### config.mk
export PLATFORM = sky130hd
export DESIGN_NAME = bank_mapper_scanline_irq_top_flat
export DESIGN_NICKNAME = d
export VERILOG_FILES = /design/src/hw/rtl/bmsi_pkg.sv /design/src/hw/rtl/bmsi_stream_if.sv /design/src/hw/rtl/bmsi_front.sv /design/src/hw/rtl/bmsi_queue.sv /design/src/hw/rtl/bmsi_back.sv /design/src/hw/rtl/bank_mapper_scanline_irq_top.sv /design/src/flat_wrapper.sv
export SDC_FILE = /design/constraint.sdc
export NUM_CORES = 1
export LEC_CHECK = 0
export BUFFER_PORTS_ARGS = -buffer_cell sky130_fd_sc_hd__buf_2
export CORE_MARGIN = 2
export CORE_UTILIZATION = 35
export CTS_BUF_LIST = sky130_fd_sc_hd__clkbuf_8
export DETAILED_ROUTE_END_ITERATION = 16
export GPL_ROUTABILITY_DRIVEN = 1
export PLACE_DENSITY = 0.52
export SETUP_SLACK_MARGIN = 0.02
export SKIP_CTS_REPAIR_TIMING = 1
export SYNTH_ARGS = -nofsm -noshare
export SYNTH_HDL_FRONTEND = slang
export SYNTH_HIERARCHICAL = 1
export SYNTH_SLANG_ARGS = --single-unit
### constraint.sdc
create_clock -name clk -period 2.95 [get_ports clk]
set_input_delay 0.59 -clock clk [delete_from_list [all_inputs] [get_ports clk]]
set_output_delay 0.59 -clock clk [all_outputs]
set_load 0.02 [all_outputs]
### src/hw/rtl/bmsi_pkg.sv
// Shared types and constants for the bank mapper with scanline interrupt.
// Used by every module.
`default_nettype none

package bmsi_pkg;

	// Number of entries in the queue between the decoder and the result unit
	localparam int unsigned QueueDepth = 2;

	// Configuration register indexes
	localparam int unsigned CfgIndexWidth = 1;
	localparam int unsigned CfgDataWidth  = 9;
	localparam logic [CfgIndexWidth-1:0] CfgFourScreen = 1'b0;
	localparam logic [CfgIndexWidth-1:0] CfgPrgBanks   = 1'b1;
	localparam logic [CfgDataWidth-1:0]  PrgBanksReset = 9'd32;

	// Register decode: address bits 15, 14, 13 and 0
	localparam logic [15:0] AddrDecodeMask = 16'hE001;
	localparam logic [15:0] RegBankSelect  = 16'h8000;
	localparam logic [15:0] RegBankData    = 16'h8001;
	localparam logic [15:0] RegMirroring   = 16'hA000;
	localparam logic [15:0] RegIrqLatch    = 16'hC000;
	localparam logic [15:0] RegIrqReload   = 16'hC001;
	localparam logic [15:0] RegIrqDisable  = 16'hE000;
	localparam logic [15:0] RegIrqEnable   = 16'hE001;

	// Bank register selectors (low three bits of bank select)
	localparam logic [2:0] SelChrPair0 = 3'd0;
	localparam logic [2:0] SelChrPair1 = 3'd1;
	localparam logic [2:0] SelChr2     = 3'd2;
	localparam logic [2:0] SelChr3     = 3'd3;
	localparam logic [2:0] SelChr4     = 3'd4;
	localparam logic [2:0] SelChr5     = 3'd5;
	localparam logic [2:0] SelPrg0     = 3'd6;
	localparam logic [2:0] SelPrg1     = 3'd7;

	// PRG windows
	localparam logic [15:0] PrgWindow8000 = 16'h8000;
	localparam logic [15:0] PrgWindowA000 = 16'hA000;
	localparam logic [15:0] PrgWindowC000 = 16'hC000;

	// Offset of the upper half of a 2 KiB CHR pair
	localparam logic [15:0] ChrPairStep = 16'h0400;

	// First scanline outside the visible picture
	localparam logic [8:0] FirstBlankLine = 9'd241;

	typedef enum logic [2:0] {
		KindNone   = 3'd0,
		KindPrg    = 3'd1,
		KindChr    = 3'd2,
		KindMirror = 3'd3,
		KindIrq    = 3'd4
	} kind_t;

	typedef enum logic {
		ModeWrite = 1'b0,
		ModeTick  = 1'b1
	} mode_t;

	typedef struct packed {
		logic        mode;
		logic [15:0] address;
		logic [7:0]  data_byte;
		logic [8:0]  line_number;
		logic        render_on;
	} item_t;

	typedef struct packed {
		logic [2:0]  kind;
		logic [15:0] window;
		logic [7:0]  bank;
		logic        horizontal;
		logic        last;
	} result_t;

	// Classified command handed from the decoder to the result unit
	typedef struct packed {
		kind_t       kind;
		logic [15:0] window;
		logic [7:0]  bank;
		logic        horizontal;
		logic        pair;
	} cmd_t;

	typedef struct packed {
		logic       four_screen;
		logic [8:0] prg_banks;
	} cfg_t;

	// Queue status seen by the decoder and the result unit
	typedef struct packed {
		logic full;
		logic nonempty;
	} qstat_t;

endpackage

`default_nettype wire

### src/hw/rtl/bmsi_stream_if.sv
// Valid/ready stream interface carrying one payload struct per beat.
// Payload type comes from bmsi_pkg at the point of instantiation.
`default_nettype none

interface bmsi_stream_if #(
	parameter type payload_t = logic
) ();
	logic     valid;
	logic     ready;
	payload_t payload;

	modport source (output valid, output payload, input ready);
	modport sink   (input valid, input payload, output ready);
endinterface

`default_nettype wire

### src/hw/rtl/bmsi_front.sv
// Front end: accepts writes and ticks, updates mapper and counter state,
// and pushes one classified command per item. Depends on bmsi_pkg.
`default_nettype none

module bmsi_front (
	input  wire logic           clk,
	input  wire logic           arst_n,
	bmsi_stream_if.sink         item,
	input  wire bmsi_pkg::cfg_t cfg,
	input  wire bmsi_pkg::qstat_t qstat,
	output bmsi_pkg::cmd_t      cmd,
	output logic                push
);

	logic [7:0] bank_select_q;
	logic [7:0] irq_count_q;
	logic [7:0] irq_reload_q;
	logic       irq_enable_q;

	logic [15:0] reg_sel;
	logic [2:0]  sel;
	logic [2:0]  chr_off;
	logic        tick_live;
	logic [7:0]  count_next;

	assign item.ready = !qstat.full;
	assign push       = item.valid && item.ready;

	assign reg_sel   = item.payload.address & bmsi_pkg::AddrDecodeMask;
	assign sel       = bank_select_q[2:0];
	assign chr_off   = 3'(sel - bmsi_pkg::SelChr2);
	assign tick_live = (item.payload.line_number < bmsi_pkg::FirstBlankLine)
		&& item.payload.render_on;
	assign count_next = (irq_count_q == 8'd0) ? irq_reload_q : 8'(irq_count_q - 8'd1);

	// classify the item
	always_comb begin
		cmd.kind       = bmsi_pkg::KindNone;
		cmd.window     = 16'h0000;
		cmd.bank       = 8'h00;
		cmd.horizontal = 1'b0;
		cmd.pair       = 1'b0;
		if (item.payload.mode == bmsi_pkg::ModeTick) begin
			if (tick_live && irq_enable_q && count_next == 8'd0) begin
				cmd.kind = bmsi_pkg::KindIrq;
			end
		end else begin
			case (reg_sel)
				bmsi_pkg::RegBankSelect: begin
					cmd.kind   = bmsi_pkg::KindPrg;
					cmd.window = item.payload.data_byte[6] ? bmsi_pkg::PrgWindow8000
						: bmsi_pkg::PrgWindowC000;
					cmd.bank   = 8'(cfg.prg_banks[7:0] - 8'd2);
				end
				bmsi_pkg::RegBankData: begin
					case (sel)
						bmsi_pkg::SelChrPair0, bmsi_pkg::SelChrPair1: begin
							cmd.kind   = bmsi_pkg::KindChr;
							cmd.window = {3'b000, bank_select_q[7], sel[0], 11'd0};
							cmd.bank   = {item.payload.data_byte[7:1], 1'b0};
							cmd.pair   = 1'b1;
						end
						bmsi_pkg::SelChr2, bmsi_pkg::SelChr3,
						bmsi_pkg::SelChr4, bmsi_pkg::SelChr5: begin
							cmd.kind   = bmsi_pkg::KindChr;
							cmd.window = {3'b000, ~bank_select_q[7], chr_off[1:0], 10'd0};
							cmd.bank   = item.payload.data_byte;
						end
						bmsi_pkg::SelPrg0: begin
							cmd.kind   = bmsi_pkg::KindPrg;
							cmd.window = bank_select_q[6] ? bmsi_pkg::PrgWindowC000
								: bmsi_pkg::PrgWindow8000;
							cmd.bank   = item.payload.data_byte;
						end
						default: begin
							cmd.kind   = bmsi_pkg::KindPrg;
							cmd.window = bmsi_pkg::PrgWindowA000;
							cmd.bank   = item.payload.data_byte;
						end
					endcase
				end
				bmsi_pkg::RegMirroring: begin
					if (!cfg.four_screen) begin
						cmd.kind       = bmsi_pkg::KindMirror;
						cmd.horizontal = item.payload.data_byte[0];
					end
				end
				default: begin
					cmd.kind = bmsi_pkg::KindNone;
				end
			endcase
		end
	end

	// update mapper and counter state on each accepted item
	always_ff @(posedge clk or negedge arst_n) begin
		if (!arst_n) begin
			bank_select_q <= 8'h00;
			irq_count_q   <= 8'h00;
			irq_reload_q  <= 8'h00;
			irq_enable_q  <= 1'b0;
		end else if (push) begin
			if (item.payload.mode == bmsi_pkg::ModeTick) begin
				if (tick_live) begin
					irq_count_q <= count_next;
				end
			end else begin
				case (reg_sel)
					bmsi_pkg::RegBankSelect: bank_select_q <= item.payload.data_byte;
					bmsi_pkg::RegIrqLatch:   irq_reload_q  <= item.payload.data_byte;
					bmsi_pkg::RegIrqReload:  irq_count_q   <= 8'h00;
					bmsi_pkg::RegIrqDisable: irq_enable_q  <= 1'b0;
					bmsi_pkg::RegIrqEnable:  irq_enable_q  <= 1'b1;
					default: begin
						irq_enable_q <= irq_enable_q;
					end
				endcase
			end
		end
	end

endmodule

`default_nettype wire

### src/hw/rtl/bmsi_queue.sv
// Short command queue between the front end and the result unit.
// Depends on bmsi_pkg for the command type.
`default_nettype none

module bmsi_queue #(
	parameter int unsigned DEPTH = bmsi_pkg::QueueDepth
) (
	input  wire logic             clk,
	input  wire logic             arst_n,
	input  wire logic             push,
	input  wire bmsi_pkg::cmd_t   push_cmd,
	input  wire logic             pop,
	output bmsi_pkg::cmd_t        head,
	output bmsi_pkg::qstat_t      qstat,
	output logic [$clog2(DEPTH+1)-1:0] count
);

	localparam int unsigned IdxW = (DEPTH > 1) ? $clog2(DEPTH) : 1;
	localparam int unsigned CntW = $clog2(DEPTH + 1);

	bmsi_pkg::cmd_t entries_q [DEPTH];
	logic [IdxW-1:0] wr_ptr_q;
	logic [IdxW-1:0] rd_ptr_q;
	logic [CntW-1:0] count_q;

	assign head           = entries_q[rd_ptr_q];
	assign qstat.full     = (count_q == CntW'(DEPTH));
	assign qstat.nonempty = (count_q != '0);
	assign count          = count_q;

	always_ff @(posedge clk) begin
		if (push) begin
			entries_q[wr_ptr_q] <= push_cmd;
		end
	end

	always_ff @(posedge clk or negedge arst_n) begin
		if (!arst_n) begin
			wr_ptr_q <= '0;
			rd_ptr_q <= '0;
			count_q  <= '0;
		end else begin
			if (push) begin
				wr_ptr_q <= (wr_ptr_q == IdxW'(DEPTH - 1)) ? '0 : IdxW'(wr_ptr_q + 1'b1);
			end
			if (pop) begin
				rd_ptr_q <= (rd_ptr_q == IdxW'(DEPTH - 1)) ? '0 : IdxW'(rd_ptr_q + 1'b1);
			end
			case ({push, pop})
				2'b10:   count_q <= CntW'(count_q + 1'b1);
				2'b01:   count_q <= CntW'(count_q - 1'b1);
				default: count_q <= count_q;
			endcase
		end
	end

endmodule

`default_nettype wire

### src/hw/rtl/bmsi_back.sv
// Result unit: expands queued commands into result beats, two for a
// 2 KiB CHR pair, through an output register. Depends on bmsi_pkg.
`default_nettype none

module bmsi_back (
	input  wire logic             clk,
	input  wire logic             arst_n,
	input  wire bmsi_pkg::cmd_t   head,
	input  wire bmsi_pkg::qstat_t qstat,
	output logic                  pop,
	bmsi_stream_if.source         result
);

	logic               out_valid_q;
	bmsi_pkg::result_t  out_q;
	logic               second_q;
	logic               load;
	logic               take;
	bmsi_pkg::result_t  next_res;

	assign result.valid   = out_valid_q;
	assign result.payload = out_q;

	assign load = !out_valid_q || result.ready;
	assign take = load && qstat.nonempty;
	// drop the head once its final beat is loaded
	assign pop  = take && (!head.pair || second_q);

	always_comb begin
		next_res.kind       = head.kind;
		next_res.window     = head.window;
		next_res.bank       = head.bank;
		next_res.horizontal = head.horizontal;
		next_res.last       = 1'b1;
		if (head.pair) begin
			if (second_q) begin
				next_res.window = head.window | bmsi_pkg::ChrPairStep;
				next_res.bank   = head.bank | 8'h01;
			end else begin
				next_res.last = 1'b0;
			end
		end
	end

	always_ff @(posedge clk) begin
		if (take) begin
			out_q <= next_res;
		end
	end

	always_ff @(posedge clk or negedge arst_n) begin
		if (!arst_n) begin
			out_valid_q <= 1'b0;
			second_q    <= 1'b0;
		end else if (load) begin
			out_valid_q <= qstat.nonempty;
			if (take && head.pair) begin
				second_q <= !second_q;
			end
		end
	end

endmodule

`default_nettype wire

### src/hw/rtl/bank_mapper_scanline_irq_top.sv
// Cartridge bank mapper with scanline interrupt counter: top level.
// Instantiates bmsi_front, bmsi_queue and bmsi_back; depends on bmsi_pkg
// and bmsi_stream_if.
//
// Each beat on item is either a CPU register write (mode 0) or a scanline
// tick (mode 1). The front end decodes the write by address AND 0xE001,
// updates bank select, the interrupt latch, counter and enable at once,
// and pushes one classified command into a short queue. The result unit
// turns each command into result beats: one beat for most items, two for
// a write to a 2 KiB CHR pair (bank, then bank + 1 at window + 0x400, the
// second carrying last). A tick on a visible line (below 241) with
// rendering on reloads the counter from the latch when it is zero and
// decrements it otherwise; it reports an interrupt request when the
// counter is enabled and lands on zero. Items are taken every cycle while
// the queue has room; the result register delivers one beat per cycle
// while the receiver is ready, so single-result items sustain one item
// per cycle and CHR pair writes take two beats each. four_screen and
// prg_banks are written on the cfg port (index 0 and 1) and must only
// change while no item is in flight.
`default_nettype none

module bank_mapper_scanline_irq_top #(
	parameter int unsigned QUEUE_DEPTH = bmsi_pkg::QueueDepth
) (
	input  wire logic                               clk,
	input  wire logic                               arst_n,
	bmsi_stream_if.sink                             item,
	bmsi_stream_if.source                           result,
	input  wire logic                               cfg_we,
	input  wire logic [bmsi_pkg::CfgIndexWidth-1:0] cfg_index,
	input  wire logic [bmsi_pkg::CfgDataWidth-1:0]  cfg_data
);

	bmsi_pkg::cfg_t   cfg_q;
	bmsi_pkg::cmd_t   push_cmd;
	bmsi_pkg::cmd_t   head;
	bmsi_pkg::qstat_t qstat;
	logic             push;
	logic             pop;
	logic [$clog2(QUEUE_DEPTH+1)-1:0] q_count;

	// Configuration registers: plain indexed write, no read-back
	always_ff @(posedge clk or negedge arst_n) begin
		if (!arst_n) begin
			cfg_q.four_screen <= 1'b0;
			cfg_q.prg_banks   <= bmsi_pkg::PrgBanksReset;
		end else if (cfg_we) begin
			case (cfg_index)
				bmsi_pkg::CfgFourScreen: cfg_q.four_screen <= cfg_data[0];
				bmsi_pkg::CfgPrgBanks:   cfg_q.prg_banks   <= cfg_data;
				default: begin
					cfg_q <= cfg_q;
				end
			endcase
		end
	end

	// Front end: decode, update state, classify
	bmsi_front u_front (
		.clk    (clk),
		.arst_n (arst_n),
		.item   (item),
		.cfg    (cfg_q),
		.qstat  (qstat),
		.cmd    (push_cmd),
		.push   (push)
	);

	// Decoupling queue
	bmsi_queue #(
		.DEPTH (QUEUE_DEPTH)
	) u_queue (
		.clk      (clk),
		.arst_n   (arst_n),
		.push     (push),
		.push_cmd (push_cmd),
		.pop      (pop),
		.head     (head),
		.qstat    (qstat),
		.count    (q_count)
	);

	// Back end: expand commands into result beats
	bmsi_back u_back (
		.clk    (clk),
		.arst_n (arst_n),
		.head   (head),
		.qstat  (qstat),
		.pop    (pop),
		.result (result)
	);

`ifndef ASSERT_OFF
	// only the first half of a CHR pair goes out without last
	a_nonlast_is_chr: assert property (@(posedge clk) disable iff (!arst_n)
		(result.valid && !result.payload.last) |-> (result.payload.kind == bmsi_pkg::KindChr))
		else $error("non-final result beat is not a CHR map");

	// the second half of a pair follows right after the first is taken
	a_pair_follows: assert property (@(posedge clk) disable iff (!arst_n)
		(result.valid && result.ready && !result.payload.last)
		|=> (result.valid && result.payload.last))
		else $error("second half of CHR pair did not follow");

	// queue occupancy stays within its depth
	a_queue_bound: assert property (@(posedge clk) disable iff (!arst_n)
		(q_count <= ($clog2(QUEUE_DEPTH+1))'(QUEUE_DEPTH)))
		else $error("command queue overflow");

	// never pop an empty queue
	a_no_underflow: assert property (@(posedge clk) disable iff (!arst_n)
		pop |-> qstat.nonempty)
		else $error("command queue underflow");
`endif

endmodule

`default_nettype wire

### src/flat_wrapper.sv
// flat-port wrapper written by rule: the top's interface ports become plain ports
module bank_mapper_scanline_irq_top_flat import bmsi_pkg::*;
#(
	parameter int unsigned QUEUE_DEPTH = bmsi_pkg::QueueDepth
)
  (clk, arst_n, cfg_we, cfg_index, cfg_data, item_valid, item_payload, item_ready, result_valid, result_payload, result_ready);
  bmsi_stream_if #(.payload_t(item_t)) item_i ();
  bmsi_stream_if #(.payload_t(result_t)) result_i ();
  input  wire logic clk;
  input  wire logic arst_n;
  input  wire logic cfg_we;
  input  wire logic [bmsi_pkg::CfgIndexWidth-1:0] cfg_index;
  input  wire logic [bmsi_pkg::CfgDataWidth-1:0] cfg_data;
  input wire logic [$bits(item_i.valid)-1:0] item_valid;
  input wire logic [$bits(item_i.payload)-1:0] item_payload;
  output wire logic [$bits(item_i.ready)-1:0] item_ready;
  output wire logic [$bits(result_i.valid)-1:0] result_valid;
  output wire logic [$bits(result_i.payload)-1:0] result_payload;
  input wire logic [$bits(result_i.ready)-1:0] result_ready;
  assign item_i.valid = item_valid;
  assign item_i.payload = item_payload;
  assign item_ready = item_i.ready;
  assign result_valid = result_i.valid;
  assign result_payload = result_i.payload;
  assign result_i.ready = result_ready;
  bank_mapper_scanline_irq_top #(.QUEUE_DEPTH(QUEUE_DEPTH)) u_core (.clk(clk), .arst_n(arst_n), .item(item_i), .result(result_i), .cfg_we(cfg_we), .cfg_index(cfg_index), .cfg_data(cfg_data));
endmodule
======== After elaboration in Yosys (flattened, before gate mapping) ========
Memories as Yosys holds them, arrays and structs flattened.
Index checks and enable logic that the tools add are counted.
storage, ports and cells
  flip-flop bits (word level) ............. 69
  logic and storage cells ................. 100
  output and inout bits ................... 31
  bits in writable memories ............... 58
  memories kept ........................... 1
  bits of input ports ..................... 50
memory list
  name                      words  width  rd ports  clocked after Yosys merged registers in  write ports  line              source
  u_core.u_queue.entries_q  2      29     1         0                                        1            bmsi_queue.sv:21  bmsi_pkg::cmd_t entries_q [DEPTH];
operators by class
  reduce and logical (&&, ||, !) cells .... 29
  equal/unequal tests ..................... 17
  bitwise operators ....................... 3
  $lt $le $gt $ge ......................... 1
  add/sub/neg operators ................... 7
  muxes and demuxes ....................... 26
operators by type and width
  operator                                                               count
  26-bit one-hot mux with 3 select lines                                 1
  24-bit one-hot mux with 2 select lines                                 1
  19-bit two-way mux                                                     2
  8-bit two-way mux                                                      4
  15-bit two-way mux                                                     2
  4-bit == test (second input constant)                                  7
  26-bit two-way mux                                                     1
  8-bit zero test                                                        2
  3-bit AND reduction                                                    4
  3-bit == test (second input constant)                                  3
  9-bit by 8-bit < comparator with 1-bit output (second input constant)  1
  1-bit two-way mux                                                      9
  3-bit one-hot mux with 3 select lines                                  1
  2-bit nonzero test                                                     4
  8-bit by 1-bit subtractor with 8-bit output (second input constant)    1
  8-bit by 2-bit subtractor with 8-bit output (second input constant)    1
  1-bit logical AND                                                      7
  3-bit by 2-bit == test with 1-bit output (second input constant)       2
  3-bit two-way mux                                                      2
  2-bit AND reduction                                                    3
  2-bit == test (second input constant)                                  2
  1-bit zero test                                                        4
  2-bit one-hot mux with 2 select lines                                  1
  4-bit OR reduction                                                     1
  other kinds (13)                                                       17

======== Depth between registers and ports, before layout ========
  word-level depth ........................ 6
  gate-level depth with buffers ........... 8
  mapped depth without buffers ............ 8

======== Hierarchy ========
Netlist, hierarchy kept.
modules (own cells, without submodules)
  module                        cells each  instances  seq. area each (µm²)  area an instance (µm²)
  bmsi_queue                    106         1          1,841.8               2,287.2
  bmsi_front                    187         1          550.5                 1,715.4
  bmsi_back                     40          1          920.9                 993.5
  bank_mapper_scanline_irq_top  22          1          251.5                 381.6

======== Worst setup path after synthesis ========
OpenSTA, ideal clock, no wires.
  kind .................................... flip-flop to flip-flop
  start point ............................. register u_core.u_queue.count_q[0] (netlist: u_core/u_queue/count[0])
  end point ............................... memory u_core/u_queue/entries_q[0][0] in the netlist's numbering (enable)
  required time ........................... 2.535 ns
  path slack .............................. 0.353 ns
  library setup time ...................... 0.415 ns
  path buffers ............................ 0
  period minus slack after synthesis ...... 2.597 ns
  arrival time ............................ 2.182 ns
  cell stages (with the launch flop) ...... 6
  cell sequence ........................... dfrtp_1 -> and2b_2 -> nand2b_1 -> inv_1 -> inv_1 -> nor2_1
RTL lines
  item                      line              source
  start: declaration        bmsi_queue.sv:24  logic [CntW-1:0] count_q;
  start signal: assignment  bmsi_queue.sv:50  2'b10: count_q <= CntW'(count_q + 1'b1);
  start signal: assignment  bmsi_queue.sv:51  2'b01: count_q <= CntW'(count_q - 1'b1);
  start signal: assignment  bmsi_queue.sv:52  default: count_q <= count_q;
  end: declaration          bmsi_queue.sv:21

==> impl_metrics.env <==
export IMPL_status="finished clean"
export IMPL_nFillCells=1393
export IMPL_drive_gt1_share_pct=37.4
export IMPL_total_power_mw=5.84
export IMPL_wl_per_cell_um=15.1
export IMPL_met3_length_um=494
export IMPL_clock_sinks=124
export IMPL_period_needed_ps=2480
export IMPL_postPlaceCellArea_um2=5850
export IMPL_end_kind="register"
export IMPL_portBuffers=67
export IMPL_htree_levels=4
export IMPL_dr_max_layer_used="met4"
export IMPL_cp_max_fo=5
export IMPL_drv_slew=0
export IMPL_syn_area_um2=5340
export IMPL_syn_area_per_cell_um2=15.1
export IMPL_nets=492
export IMPL_dr_wl_met2_mm=4.59
export IMPL_die_y_um=128
export IMPL_hold_violations=0
export IMPL_grt_remaining_overflow=0
export IMPL_via_count=3040
export IMPL_worst_slack_ps=468
export IMPL_cts_tree="built"
export IMPL_vdd_drop_max_mv=0.342
export IMPL_rows=45
export IMPL_die_x_um=128
export IMPL_required_ps=3170
export IMPL_core_um2=15000
export IMPL_drtIter0Drc=125
export IMPL_dieArea_um2=16300
export IMPL_cap_violations=0
export IMPL_path_clk_slew_ps=70
export IMPL_io_pins=81
export IMPL_fin_skew_ps=6.27
export IMPL_via_per_inst=4.79
export IMPL_firstDrtPassIters=4
export IMPL_grt_setup_unrepaired="no"
export IMPL_start_util_pct=35.5
export IMPL_start_kind="register"
export IMPL_dp_hpwl_mm=6.51
export IMPL_synth_warnings=6
export IMPL_hold_path_class="in2async"
export IMPL_grt_start_max_net_pins=38
export IMPL_fmax_mhz=403
export IMPL_clk_root_buffer_cell="clkbuf_8"
export IMPL_clockBufferDepth=2
export IMPL_gp_congestion=0.789
export IMPL_antenna_cells=0
export IMPL_setup_viol=0
export IMPL_areaGrowthSynthToFinish_pct=16.4
export IMPL_cp_data_arrival_time_ps=2700
export IMPL_p_per_area_nw_per_um2=939
export IMPL_grt_pass1_wl_mm=16.1
export IMPL_numCtsBuffers=17
export IMPL_finalInstanceArea_um2=6220
export IMPL_drt_total_wl_mm=9.59
export IMPL_slew_headroom_pct=42.8
export IMPL_first_global_vias=3262
export IMPL_wl_met1_mm=4.26
export IMPL_clk_latency_ps=430
export IMPL_postRouteAntennaNets=0
export IMPL_dp_slack_ps=480
export IMPL_antenna_found_initial=0
export IMPL_max_slew_worst_pin_slew_ps=854
export IMPL_finalSetupTns_ps=0
export IMPL_critPathKind="reg2reg"
export IMPL_p_leak_nw=2.48
export IMPL_synthCells=353
export IMPL_track_usage_pct=13.1
export IMPL_drc=0
export IMPL_fin_crit_sh_pct=84.1
[through the flow]
stage	util [%]	hold slack, ps	instances
3_5_place_dp	38.9	487	603
2_1_floorplan	-	294	362
3_3_place_gp	38.9	466	603
4_1_cts	41.4	280	634
5_1_grt	41.4	306	634
6_report	41.4	265	634
[state kept, by name (all words and copies together) (netlist names)]
signal and cells:
u_core/cfg_q 9, u_core/u_back/result.payload 29, u_core/u_back/result.valid 1, u_core/u_back/second_q 1, u_core/u_front/bank_select_q 5, u_core/u_front/irq_count_q 8
u_core/u_front/irq_enable_q 1, u_core/u_front/irq_reload_q 8, u_core/u_queue/count 2, u_core/u_queue/entries_q 58, u_core/u_queue/rd_ptr_q 1, u_core/u_queue/wr_ptr_q 1
[report_power, final]
part           leakage [nW]  switching [mW]  internal [mW]
Clock                 0.199           0.606          0.802
Sequential             1.29           0.242           2.53
Combinational         0.991           0.957          0.712
[worst max-delay path, cell delays in order, from the launching register on]
cell and delay [ps]:
dfrtp_1 410, inv_1 110, ha_1 190, or4b_4 490, or3_1 340, or3_1 340
a2111oi_2 400
[routing by layer]
layer	vias up	GRT usage [%]
met4	0	6.21
met5	-	0
met2	67	20.9
met3	15	4.65
met1	1491	15.9
li1	1467	-
[placed cells by master, fill, tap and decap left out, types with 3 or more instances in the layout]
master / n
clkinv_1: 5
edfxtp_1: 87
or3_1: 7
inv_1: 14
nor3_1: 5
a21oi_1: 4
buf_2: 67
nand2_1: 16
xor2_1: 7
bufinv_16: 3
o21ai_0: 13
mux2i_1: 3
nand3_1: 4
buf_4: 5
a221o_1: 3
o31ai_1: 3
dfrtp_1: 36
mux2_2: 55
nand2b_1: 6
clkinv_2: 4
xnor2_1: 5
and2_1: 3
ha_1: 8
conb_1: 10
nor4_1: 3
and3_1: 4
clkbuf_8: 17
nor2_1: 10
[cell type report]
| type | instances | area, um^2 | area share (%) |
|---|---|---|---|
| Sequential cell | 124 | 3540 | 56.9 |
| Multi-Input combinational cell | 207 | 1660 | 26.6 |
| Timing Repair Buffer | 72 | 373 | 5.99 |
| Tap cell | 188 | 235 | 3.78 |
| Clock buffer | 17 | 234 | 3.76 |
| Clock inverter | 14 | 136 | 2.19 |
| Inverter | 12 | 45.0 | 0.724 |
[path summary, 6_finish.rpt]
| kind | from | endpoint | slack [ps] | cells past startpoint |
|---|---|---|---|---|
| max in group asynchronous | arst_n | u_core/u_back/second_q | 2150 | 1 |
| worst min-delay path | arst_n | u_core/cfg_q[4] | 270 | 1 |
| worst max-delay path | u_core/u_front/irq_count_q[0] | u_core/u_queue/entries_q[1][28] | 470 | 6 |
| min in group clk | cfg_data[3] | u_core/cfg_q[3] | 390 | 2 |
| worst min register to register | u_core/u_queue/count[1] | u_core/u_queue/count[1] | 490 | 1 |
| worst max register to register | u_core/u_front/irq_count_q[0] | u_core/u_queue/entries_q[1][28] | 470 | 6 |
Power figures use the tool's default switching activity.
